### src/design/pwc_pkg.sv
package pwc_pkg;

   // Operation codes carried by one input beat.
   typedef enum logic [2:0] {
      OP_REG_WRITE    = 3'd0,
      OP_ENABLE_WRITE = 3'd1,
      OP_CPU_TICK     = 3'd2,
      OP_QUARTER      = 3'd3,
      OP_HALF         = 3'd4
   } op_type;

   // Channel register indexes for a register write.
   typedef enum logic [1:0] {
      REG_CONTROL     = 2'd0,
      REG_SWEEP       = 2'd1,
      REG_TIMER_LOW   = 2'd2,
      REG_LENGTH_HIGH = 2'd3
   } reg_index_type;

   typedef struct packed {
      logic [2:0] op;
      logic [1:0] reg_index;
      logic [7:0] data;
   } item_type;

   typedef struct packed {
      logic [3:0] sample;
      logic       length_active;
   } result_type;

   localparam logic [10:0] PERIOD_MAX = 11'h7FF;
   localparam logic [10:0] PERIOD_MIN = 11'd8;

   localparam logic [7:0] DUTY_TABLE [4] = '{
      8'b0000_0010,
      8'b0000_0110,
      8'b0001_1110,
      8'b1111_1001
   };

   localparam logic [7:0] LENGTH_TABLE [32] = '{
      8'd10,  8'd254, 8'd20, 8'd2,  8'd40, 8'd4,  8'd80, 8'd6,
      8'd160, 8'd8,   8'd60, 8'd10, 8'd14, 8'd12, 8'd26, 8'd14,
      8'd12,  8'd16,  8'd24, 8'd18, 8'd48, 8'd20, 8'd96, 8'd22,
      8'd192, 8'd24,  8'd72, 8'd26, 8'd16, 8'd28, 8'd32, 8'd30
   };

   // Sweep target in 13-bit two's complement; it can dip to -1 in negate mode.
   function automatic logic [12:0] sweep_target(input logic [10:0] period,
                                                input logic [7:0]  sweep,
                                                input logic        first);
      logic [10:0] delta;
      logic [12:0] target;
      delta = period >> sweep[2:0];
      if (sweep[3]) begin
         target = {2'b00, period} - {2'b00, delta} - {12'd0, first};
      end else begin
         target = {2'b00, period} + {2'b00, delta};
      end
      return target;
   endfunction

   function automatic logic sweep_enabled(input logic [7:0] sweep);
      return sweep[7] && (sweep[2:0] != 3'd0);
   endfunction

   function automatic logic channel_muted(input logic [10:0] period,
                                          input logic [7:0]  sweep,
                                          input logic        first);
      logic [12:0] target;
      target = sweep_target(period, sweep, first);
      // Positive targets stay below 4096, so bit 11 alone marks overflow.
      return (period < PERIOD_MIN) ||
             (sweep_enabled(sweep) && !target[12] && target[11]);
   endfunction

   function automatic logic duty_level(input logic [1:0] duty, input logic [2:0] step);
      logic [7:0] row;
      row = DUTY_TABLE[duty];
      return row[step];
   endfunction

endpackage

### src/design/pwc_core.sv
module pwc_core
   import pwc_pkg::*;
(
   input  logic       clock,
   input  logic       reset,
   input  logic       fire,
   input  item_type   item,
   input  logic       first_pulse_channel,
   output result_type result
);

   logic [7:0]  control_ff,    control_in;
   logic [7:0]  sweep_ff,      sweep_in;
   logic [10:0] period_ff,     period_in;
   logic [12:0] count_ff,      count_in;
   logic [2:0]  duty_step_ff,  duty_step_in;
   logic [7:0]  length_ff,     length_in;
   logic        enable_ff,     enable_in;
   logic        env_start_ff,  env_start_in;
   logic [3:0]  env_div_ff,    env_div_in;
   logic [3:0]  env_decay_ff,  env_decay_in;
   logic [2:0]  sweep_div_ff,  sweep_div_in;
   logic        sweep_load_ff, sweep_load_in;

   logic [12:0] target;
   logic        muted_now;
   logic [3:0]  volume;

   always_comb begin
      control_in    = control_ff;
      sweep_in      = sweep_ff;
      period_in     = period_ff;
      count_in      = count_ff;
      duty_step_in  = duty_step_ff;
      length_in     = length_ff;
      enable_in     = enable_ff;
      env_start_in  = env_start_ff;
      env_div_in    = env_div_ff;
      env_decay_in  = env_decay_ff;
      sweep_div_in  = sweep_div_ff;
      sweep_load_in = sweep_load_ff;

      target    = sweep_target(period_ff, sweep_ff, first_pulse_channel);
      muted_now = channel_muted(period_ff, sweep_ff, first_pulse_channel);

      case (op_type'(item.op))
         OP_REG_WRITE: begin
            case (reg_index_type'(item.reg_index))
               REG_CONTROL: begin
                  control_in = item.data;
               end
               REG_SWEEP: begin
                  sweep_in      = item.data;
                  sweep_load_in = 1'b1;
               end
               REG_TIMER_LOW: begin
                  period_in = {period_ff[10:8], item.data};
               end
               REG_LENGTH_HIGH: begin
                  period_in = {item.data[2:0], period_ff[7:0]};
                  if (enable_ff) begin
                     length_in = LENGTH_TABLE[item.data[7:3]];
                  end
                  env_start_in = 1'b1;
                  duty_step_in = 3'd0;
                  count_in     = 13'd0;
               end
               default: begin
               end
            endcase
         end
         OP_ENABLE_WRITE: begin
            enable_in = item.data[0];
            if (!item.data[0]) begin
               length_in = 8'd0;
            end
         end
         OP_CPU_TICK: begin
            // Reload adds twice the period plus one, which nets out the
            // decrement of this cycle.
            if (count_ff <= 13'd1) begin
               count_in     = count_ff + {1'b0, period_ff, 1'b1};
               duty_step_in = duty_step_ff + 3'd1;
            end else begin
               count_in = count_ff - 13'd1;
            end
         end
         OP_QUARTER: begin
            if (env_start_ff) begin
               env_start_in = 1'b0;
               env_decay_in = 4'd15;
               env_div_in   = control_ff[3:0];
            end else if (env_div_ff == 4'd0) begin
               env_div_in = control_ff[3:0];
               if (env_decay_ff != 4'd0) begin
                  env_decay_in = env_decay_ff - 4'd1;
               end else if (control_ff[5]) begin
                  env_decay_in = 4'd15;
               end
            end else begin
               env_div_in = env_div_ff - 4'd1;
            end
         end
         OP_HALF: begin
            if ((length_ff != 8'd0) && !control_ff[5]) begin
               length_in = length_ff - 8'd1;
            end
            if (sweep_div_ff == 3'd0) begin
               if (sweep_enabled(sweep_ff) && !muted_now) begin
                  period_in = target[10:0] & PERIOD_MAX;
               end
               sweep_div_in = sweep_ff[6:4];
            end else begin
               sweep_div_in = sweep_div_ff - 3'd1;
            end
            if (sweep_load_ff) begin
               sweep_div_in  = sweep_ff[6:4];
               sweep_load_in = 1'b0;
            end
         end
         default: begin
         end
      endcase

      // The reported level reflects the state after this beat is applied.
      volume = control_in[4] ? control_in[3:0] : env_decay_in;
      if (!enable_in || (length_in == 8'd0) || (volume == 4'd0) ||
          channel_muted(period_in, sweep_in, first_pulse_channel)) begin
         result.sample = 4'd0;
      end else begin
         result.sample = duty_level(control_in[7:6], duty_step_in) ? volume : 4'd0;
      end
      result.length_active = (length_in != 8'd0);
   end

   always_ff @(posedge clock) begin
      if (reset) begin
         control_ff    <= '0;
         sweep_ff      <= '0;
         period_ff     <= '0;
         count_ff      <= '0;
         duty_step_ff  <= '0;
         length_ff     <= '0;
         enable_ff     <= 1'b0;
         env_start_ff  <= 1'b0;
         env_div_ff    <= '0;
         env_decay_ff  <= '0;
         sweep_div_ff  <= '0;
         sweep_load_ff <= 1'b0;
      end else if (fire) begin
         control_ff    <= control_in;
         sweep_ff      <= sweep_in;
         period_ff     <= period_in;
         count_ff      <= count_in;
         duty_step_ff  <= duty_step_in;
         length_ff     <= length_in;
         enable_ff     <= enable_in;
         env_start_ff  <= env_start_in;
         env_div_ff    <= env_div_in;
         env_decay_ff  <= env_decay_in;
         sweep_div_ff  <= sweep_div_in;
         sweep_load_ff <= sweep_load_in;
      end
   end

endmodule

### src/design/pulse_wave_channel_unit.sv
// Channel   Direction  Ports                                    Handshake
// req       in         req_op, req_reg_index, req_data          req_valid / req_stall
// rsp       out        rsp_sample, rsp_length_active            rsp_valid / rsp_stall
// csr       in         csr_wr_en, csr_wr_data                   write on enable, no wait
//
// Every request beat yields exactly one response beat: it is held in the input
// register, then passes through the channel update into the response register.
// A new beat is taken in every cycle while req_stall is low, so the sustained
// rate is one beat per clock when rsp does not stall. The response register is
// the only point where a stall on rsp pushes back; req_stall rises only while
// the input register holds a beat that cannot move on. Synchronous reset clears
// all channel state and sets the first-channel flag.
module pulse_wave_channel_unit
   import pwc_pkg::*;
(
   input  logic       clock,
   input  logic       reset,

   input  logic       req_valid,
   output logic       req_stall,
   input  logic [2:0] req_op,
   input  logic [1:0] req_reg_index,
   input  logic [7:0] req_data,

   output logic       rsp_valid,
   input  logic       rsp_stall,
   output logic [3:0] rsp_sample,
   output logic       rsp_length_active,

   input  logic       csr_wr_en,
   input  logic       csr_wr_data
);

   // Input register and its valid flag.
   item_type   item_ff;
   logic       item_valid_ff;

   // Response register.
   result_type rsp_ff;
   logic       rsp_valid_ff;

   logic       first_ff;

   result_type core_result;
   logic       advance;
   logic       fire;

   // The response register can take a new beat when it is empty or when its
   // current beat leaves at this edge.
   assign advance   = !rsp_valid_ff || !rsp_stall;
   assign fire      = item_valid_ff && advance;
   assign req_stall = item_valid_ff && !advance;

   always_ff @(posedge clock) begin
      if (reset) begin
         item_valid_ff <= 1'b0;
      end else if (!req_stall) begin
         item_valid_ff <= req_valid;
      end
   end

   always_ff @(posedge clock) begin
      if (!req_stall && req_valid) begin
         item_ff.op        <= req_op;
         item_ff.reg_index <= req_reg_index;
         item_ff.data      <= req_data;
      end
   end

   // The first-channel flag selects the ones' complement negate of the sweep.
   always_ff @(posedge clock) begin
      if (reset) begin
         first_ff <= 1'b1;
      end else if (csr_wr_en) begin
         first_ff <= csr_wr_data;
      end
   end

   pwc_core u_core (
      .clock               (clock),
      .reset               (reset),
      .fire                (fire),
      .item                (item_ff),
      .first_pulse_channel (first_ff),
      .result              (core_result)
   );

   always_ff @(posedge clock) begin
      if (reset) begin
         rsp_valid_ff <= 1'b0;
      end else if (advance) begin
         rsp_valid_ff <= item_valid_ff;
      end
   end

   always_ff @(posedge clock) begin
      if (fire) begin
         rsp_ff <= core_result;
      end
   end

   assign rsp_valid         = rsp_valid_ff;
   assign rsp_sample        = rsp_ff.sample;
   assign rsp_length_active = rsp_ff.length_active;

endmodule
### config.mk
export PLATFORM = sky130hd
export DESIGN_NAME = pulse_wave_channel_unit
export DESIGN_NICKNAME = d
export VERILOG_FILES = /design/src/design/pwc_pkg.sv /design/src/design/pwc_core.sv /design/src/design/pulse_wave_channel_unit.sv
export SDC_FILE = /design/constraint.sdc
export NUM_CORES = 1
export LEC_CHECK = 0
export BUFFER_PORTS_ARGS = -buffer_cell sky130_fd_sc_hd__buf_2
export CAP_MARGIN = 40
export CORE_UTILIZATION = 35
export CTS_CLUSTER_DIAMETER = 120
export DETAILED_ROUTE_END_ITERATION = 16
export REMOVE_ABC_BUFFERS = 1
export SLEW_MARGIN = 20
export SYNTH_ARGS = -nofsm -noshare
export SYNTH_HDL_FRONTEND = slang
export SYNTH_SLANG_ARGS = --single-unit
### constraint.sdc
create_clock -name clock -period 9.06 [get_ports clock]
set_input_delay 1.359 -clock clock [delete_from_list [all_inputs] [get_ports clock]]
set_output_delay 1.359 -clock clock [all_outputs]
set_load 0.03 [all_outputs]
# [Word-level counts from Yosys, hierarchy flattened]
# Memories as Yosys holds them, arrays and structs flattened.
# Index checks and enable logic that the tools add are counted.
[classes] mux=43 n_bitwise=3 reduce_logical=48 n_shift=2 magnitude_cmp=6 n_eq_ne=9 addsub=13
[ops] operator="8-bit 2-to-1 mux" count=12
[ops] operator="13-bit 2-to-1 mux" count=4
[ops] operator="11-bit case mux with 2 select lines" count=2
[ops] operator="4-bit 2-to-1 mux" count=8
[ops] operator="13-bit case mux with 2 select lines" count=1
[ops] operator="13-bit by 1-bit subtractor with 13-bit output" count=2
[ops] operator="11-bit by 11-bit adder with 12-bit output" count=2
[ops] operator="8-bit case mux with 3 select lines" count=1
[ops] operator="11-bit by 11-bit subtractor with 12-bit output" count=2
[ops] operator="11-bit by 4-bit less-than comparator with 1-bit output, second input constant" count=2
[ops] operator="11-bit 2-to-1 mux" count=2
[ops] operator="11-bit by 3-bit right shift with 11-bit output" count=2
[ops] operator="8-bit binary-select mux with 2-bit select" count=1
[ops] operator="8-bit nonzero test" count=2
[ops] operator="3-bit AND reduction" count=5
[ops] operator="13-bit by 12-bit adder with 13-bit output" count=1
[ops] operator="13-bit by 1-bit <= comparator with 1-bit output, second input constant" count=1
[ops] operator="13-bit by 1-bit subtractor with 13-bit output, second input constant" count=1
[ops] operator="3-bit 2-to-1 mux" count=4
[ops] operator="1-bit logical AND" count=11
[ops] operator="1-bit zero test" count=9
[ops] operator="4-bit zero test" count=2
[ops] operator="8-bit zero test" count=1
[ops] operator="4-bit by 1-bit subtractor with 4-bit output, second input constant" count=2
[ops] operator="28 further kinds" count=44
[word_totals] mem_count=1 output_inout_bits=7 input_bits=19 ff_bits=86 mem_bits_ro=256 wordCells=147
[memory_table] memory="(name not given)" words=32 width=8 rd=1 rd_clocked_by_memory_dff=0 write_ports=0 line_no="pwc_core.sv:62" rtl="length_in = LENGTH_TABLE[item.data[7:3]];"

# [Longest topological paths before layout]
[logic_depth] word_depth=23 ltp_mapped=31 depth_no_buf=29

# [Cells and area by module]
# A second synthesis with hierarchy kept.
[unflattened] hier_cells=1122 hier_area_um2=8468.1
[by_module_without_submodules] module="pwc_core" cells_each=1091 area_per_inst_um2=7815.0 seq_area_each_um2=1301.2 n_inst=1
[by_module_without_submodules] module="pulse_wave_channel_unit" cells_each=31 area_per_inst_um2=653.1 seq_area_each_um2=600.6 n_inst=1

# [Worst setup path before layout]
# No wires, ideal clock.
[synth_timing] path_type="register to register" start="reg u_core.sweep_ff[1]" end="reg rsp_ff, in the netlist rsp_sample[0], data pin" setup_ns=0.133 n_path_buf=2 stages_incl_launch_ff=31 arrival_time_ns=6.236 t_required_ns=8.927 setup_slack_ns=2.691 period_less_slack_ns=6.369 cell_sequence="dfxtp_1 > clkbuf_1 > buf_1 > mux2i_1 > mux2i_1 > nand2_1 > o21ai_0 > ha_1 > inv_1 > fa_1 > a21o_2 > a221oi_2 > a2111oi_0 > nor3_2 > nand4_2 > o21ai_4 > mux2_4 > a211oi_1 > o22ai_2 > o221a_1 > ha_1 > a21o_1 > a21o_1 > a21o_1 > a21o_1 > a21o_1 > a21oi_1 > o21a_1 > nor2_1 > a2111oi_2 > and3_1"
[synth_between] elab_chain_len=23 word_cells_on_any_way=32 classes_between="6 x add/sub; 1 x order compare; 2 x shift; 7 x mux; 16 x reduce/logical"
[synth_lines] element="from (decl)" line_no="pwc_core.sv:13" rtl="logic [7:0] sweep_ff, sweep_in;"
[synth_lines] element="from (signal assigned)" line_no="pwc_core.sv:152" rtl="sweep_ff <= sweep_in;"
[synth_lines] element="11-bit by 3-bit right shift with 11-bit output" line_no="pwc_pkg.sv:54" rtl="delta = period >> sweep[2:0];"
[synth_lines] element="11-bit by 11-bit subtractor with 12-bit output" line_no="pwc_pkg.sv:56" rtl="target = {2'b00, period} - {2'b00, delta} - {12'd0, first};"
[synth_lines] element="13-bit by 1-bit subtractor with 13-bit output" line_no="pwc_pkg.sv:56"
[synth_lines] element="13-bit 2-to-1 mux" line_no="pwc_pkg.sv:55" rtl="if (sweep[3]) begin"
[synth_lines] element="1-bit zero test" line_no="pwc_pkg.sv:74" rtl="(sweep_enabled(sweep) && !target[12] && target[11]);"
[synth_lines] element="1-bit logical AND (2 in a row)" line_no="pwc_pkg.sv:74"
[synth_lines] element="1-bit logical OR" line_no="pwc_pkg.sv:73" rtl="return (period < PERIOD_MIN) ||"
[synth_lines] element="1-bit zero test" line_no="pwc_core.sv:109" rtl="if (sweep_enabled(sweep_ff) && !muted_now) begin"
[synth_lines] element="(+5 left out)"
[synth_lines] element="11-bit by 11-bit subtractor with 12-bit output" line_no="pwc_pkg.sv:56"
[synth_lines] element="13-bit by 1-bit subtractor with 13-bit output" line_no="pwc_pkg.sv:56"
[synth_lines] element="13-bit 2-to-1 mux" line_no="pwc_pkg.sv:55"
[synth_lines] element="1-bit zero test" line_no="pwc_pkg.sv:74"
[synth_lines] element="1-bit logical AND (2 in a row)" line_no="pwc_pkg.sv:74"
[synth_lines] element="1-bit logical OR *" line_no="pwc_pkg.sv:73"
[synth_lines] element="1-bit logical OR *" line_no="pwc_core.sv:127" rtl="if (!enable_in || (length_in == 8'd0) || (volume == 4'd0) ||"
[synth_lines] element="2-bit OR reduction (no source line) *"
[synth_lines] element="to (signal assigned)" line_no="pulse_wave_channel_unit.sv:98" rtl="rsp_ff <= core_result;"
[synth_lines] element="to (decl)" line_no="pulse_wave_channel_unit.sv:39" rtl="result_type rsp_ff;"
# Every way passes the cells marked *; elsewhere a longest branch is shown, timed or not.
# A chain may end at the register's enable or synchronous reset.

# [Worst setup path in the final report]
[layout_timing] start="reg u_core.sweep_ff[0]" end="reg rsp_ff, in the netlist rsp_sample[1], data pin"
[layout_between] elab_chain_len=23 word_cells_on_any_way=32 classes_between="6 x add/sub; 1 x order compare; 2 x shift; 7 x mux; 16 x reduce/logical"
[layout_lines] element="11-bit by 3-bit right shift with 11-bit output" line_no="pwc_pkg.sv:54"
[layout_lines] element="11-bit by 11-bit subtractor with 12-bit output" line_no="pwc_pkg.sv:56"
[layout_lines] element="13-bit by 1-bit subtractor with 13-bit output" line_no="pwc_pkg.sv:56"
[layout_lines] element="13-bit 2-to-1 mux" line_no="pwc_pkg.sv:55"
[layout_lines] element="1-bit zero test" line_no="pwc_pkg.sv:74"
[layout_lines] element="1-bit logical AND (2 in a row)" line_no="pwc_pkg.sv:74"
[layout_lines] element="1-bit logical OR" line_no="pwc_pkg.sv:73"
[layout_lines] element="1-bit zero test" line_no="pwc_core.sv:109"
[layout_lines] element="(+4 left out)"
[layout_lines] element="named net u_core.period_in[3]" line_no="pwc_core.sv:14" rtl="logic [10:0] period_ff, period_in;"
[layout_lines] element="(+1 left out)"
[layout_lines] element="11-bit by 11-bit subtractor with 12-bit output" line_no="pwc_pkg.sv:56"
[layout_lines] element="13-bit by 1-bit subtractor with 13-bit output" line_no="pwc_pkg.sv:56"
[layout_lines] element="13-bit 2-to-1 mux" line_no="pwc_pkg.sv:55"
[layout_lines] element="1-bit zero test" line_no="pwc_pkg.sv:74"
[layout_lines] element="1-bit logical AND (2 in a row)" line_no="pwc_pkg.sv:74"
[layout_lines] element="1-bit logical OR *" line_no="pwc_pkg.sv:73"
[layout_lines] element="1-bit logical OR *" line_no="pwc_core.sv:127"
[layout_lines] element="2-bit OR reduction (no source line) *"
# The timed path passes the listed nets; every way through them passes the cells marked *.

==> impl_metrics.env <==
export IMPL_hold_viol_final=0
export IMPL_final_util=0.389
export IMPL_syn_inst=1136
export IMPL_critical_path_required_ns=9.28
export IMPL_ir_worst_vdd_uv=106
export IMPL_clkTransAtPathRegs_ns=0.07
export IMPL_cts_buffers=9
export IMPL_period_needed_ns=7.15
export IMPL_relSlewSlack=0.410
export IMPL_power_switching_uw=390
export IMPL_critPathBufInv=2
export IMPL_grt_max_degree=68
export IMPL_yosysTopAreaCell="dfxtp_1"
export IMPL_switching_share=0.338
export IMPL_path_delay_family="compound AO/OA/AOI/OAI gates"
export IMPL_clk_latency_ns=0.35
export IMPL_cts_tree="yes"
export IMPL_drc_errors=0
export IMPL_drv_cap=0
export IMPL_cts_root_buf="clkbuf_16"
export IMPL_cpMostUsedCell="a21o_1"
export IMPL_period_share=0.789
export IMPL_postRouteAntennaNets=0
export IMPL_hold_path_class="flip-flop to flip-flop"
export IMPL_synth_top_cell_area_share=0.159
export IMPL_async_flop_share=0
export IMPL_grt_pass1_wl_mm=41.0
export IMPL_start_util=0.361
export IMPL_power_leakage_nw=3.71
export IMPL_status="completed"
export IMPL_power_frac_clock=0.353
export IMPL_tns_ns=0
export IMPL_dr_pass1_iters=8
export IMPL_synth_seq_cells=86
export IMPL_die_x_um=158
export IMPL_synth_edf_count=18
export IMPL_top_level_ports=26
export IMPL_clockBufferDepth=2
export IMPL_yosysWarnings=0
export IMPL_grt_pass1_vias=7819
export IMPL_cts_resized=0
export IMPL_worstMarginPinSlew_ns=0.861
export IMPL_pwr_share_seq=0.373
export IMPL_rsz0062_at_grt="false"
export IMPL_final_nets=1211
export IMPL_die_h_um=158
export IMPL_place_congestion=0.920
export IMPL_portBuffers=25
export IMPL_via_per_inst=5.86
export IMPL_start_kind="flip-flop"
export IMPL_grt_overflow_total=0
export IMPL_coreArea_um2=23700
export IMPL_fp_row_count=56
export IMPL_clkSinkCount=86
export IMPL_clock_skew_ns=0.00909
export IMPL_p_comb_frac=0.274
export IMPL_cp_slowest_cell="dfxtp_1"
export IMPL_r2r_slack_ns=1.91
export IMPL_antennaDiodeCount=0
export IMPL_grt_use_total=0.209
export IMPL_yosysMostFrequentCell="nand2_1"
export IMPL_intPower_uw=763
export IMPL_setup_viol=0
export IMPL_dieArea_um2=25000
export IMPL_crit_type="flip-flop to flip-flop"
export IMPL_slowest_delay_ns=0.61
export IMPL_ys_seq_area_frac=0.223
export IMPL_worst_setup_path_end_kind="flip-flop"
export IMPL_drive_above_1_share=0.0906
export IMPL_crit_fanout=15
export IMPL_met1_length_mm=11.5
export IMPL_fmax_mhz=140
export IMPL_synthTopCellsByArea="dfxtp_1 (16%), ha_1 (10%), edfxtp_1 (6.3%)"
export IMPL_syn_area_um2=8540
export IMPL_drtIter0Drc=673
export IMPL_syn_avg_cell_area_um2=7.52
export IMPL_hold_buffers=0
export IMPL_vias=8463
export IMPL_dr_wl_met2_mm=11.7
export IMPL_area_growth_pct=7.99
export IMPL_met3WireLength_mm=1.55
export IMPL_arrival_ns=7.37
export IMPL_wl_per_cell_um=17.6
export IMPL_synth_flop_cell="dfxtp_1"
export IMPL_post_cts_buffers=0
export IMPL_h_tree_depth=3
export IMPL_powerDensity_nw_per_um2=125
export IMPL_highest_layer="met4"
export IMPL_antenna_found_initial=0
export IMPL_detail_route_wirelength_mm=25.5
export IMPL_yosysUniqueCellTypes=95
export IMPL_dp_hpwl_mm=19.0
export IMPL_synth_commonest_cells="nand2_1 (132), nor2_1 (113), a21oi_1 (100), dfxtp_1 (68), ha_1 (68)"
export IMPL_slew_violations=0
## tightest hold or removal path, cell delays in order, from the launching register on
cell and delay, ns:
dfxtp_1 0.31, nand2_1 0.05, a21oi_1 0.05
## power groups by stage
stage	clock network [mW]	logic (mW)	registers (mW)
after floorplan	0	0.224	0.432
after global placement	0	0.308	0.438
after detailed placement	0	0.309	0.438
after CTS	0.415	0.312	0.430
after global routing	0.427	0.347	0.432
final	0.406	0.316	0.430
## through the flow
step | worst slack [ns] | area [um^2] | power [mW] | instances | hold WS, ns
2_1_floorplan | 2.86 | 8270 | 0.656 | 1072 | 0.426
3_3_place_gp | 2.22 | 8870 | 0.746 | 1426 | 0.442
3_5_place_dp | 1.98 | 8900 | 0.748 | 1429 | 0.445
4_1_cts | 1.98 | 9220 | 1.16 | 1445 | 0.454
5_1_grt | 1.38 | 9220 | 1.21 | 1445 | 0.476
6_report | 1.91 | 9220 | 1.15 | 1445 | 0.450
## placed cells by master (no fill, tap or decap), types with 5 or more instances in the layout
master	Yosys	layout
nand2_1	132	132
mux2i_1	34	34
nand3_1	29	29
nand2b_1	12	12
or2_2	7	7
buf_4	0	12
xor2_1	7	7
a2111oi_0	7	7
xnor2_1	18	18
a21oi_1	100	100
a31oi_1	7	7
buf_2	7	25
o21a_1	8	8
a21o_1	15	15
edfxtp_1	18	18
inv_1	60	60
nor2b_1	12	12
or3_1	9	9
clkbuf_16	0	9
o211ai_1	18	18
dfxtp_1	68	68
nand4_1	7	7
nor3b_1	7	7
and3_1	11	11
a211oi_1	28	28
o311ai_0	5	5
nand3b_1	6	6
o31a_1	5	5
a221oi_1	5	5
nor2_1	113	113
ha_1	68	68
nor3_1	40	40
mux2_2	13	13
and2_1	7	7
a22oi_1	12	12
o31ai_1	9	9
nor4_1	16	16
o21ai_0	62	62
## path summary, 6_finish.rpt
path / from / end / cells after the start
setup / recovery: u_core.sweep_ff[0] / rsp_sample[1] / 28
hold / removal: u_core.sweep_div_ff[1] / u_core.sweep_div_ff[1] / 2
setup reg to reg: u_core.sweep_ff[0] / rsp_sample[1] / 28
hold reg to reg: u_core.sweep_div_ff[1] / u_core.sweep_div_ff[1] / 2
## layer usage
metal / up-vias / GRT usage
met4: 0 / 0.0797
met2: 268 / 0.336
met3: 40 / 0.0307
met1: 3998 / 0.280
met5: - / 0
li1: 4157 / -
## sequential cells by signal, summed over array words and instances (netlist names)
name / count
u_core.sweep_load_ff: 1
u_core.count_ff: 13
u_core.env_div_ff: 4
rsp_sample: 4
u_core.length_ff: 8
u_core.env_start_ff: 1
rsp_valid: 1
first_ff: 1
rsp_length_active: 1
u_core.control_ff: 8
u_core.sweep_div_ff: 3
u_core.enable_ff: 1
u_core.env_decay_ff: 4
u_core.duty_step_ff: 3
item_ff: 13
item_valid_ff: 1
u_core.period_ff: 11
u_core.sweep_ff: 8
## kinds of logic (layout without fill, tap and decap cells)
group,after synthesis,count (layout),synth area share
compound gates,354,354,0.289
xor+xnor,25,25,0.0256
fa+ha+maj,71,71,0.107
buf+inv,125,115,0.0579
flops,86,86,0.223
mux,49,49,0.0614
simple gates,426,426,0.237
## layout make-up
cell class                      instances  area (um^2)
Inverter                               61          229
Sequential cell                        86         1900
Multi-Input combinational cell        925         6140
Fill cell                            2549        14500
Clock buffer                            9          225
Clock inverter                          7         96.3
Tap cell                              319          399
Timing Repair Buffer                   38          226
(Power assumes the default switching activity.)
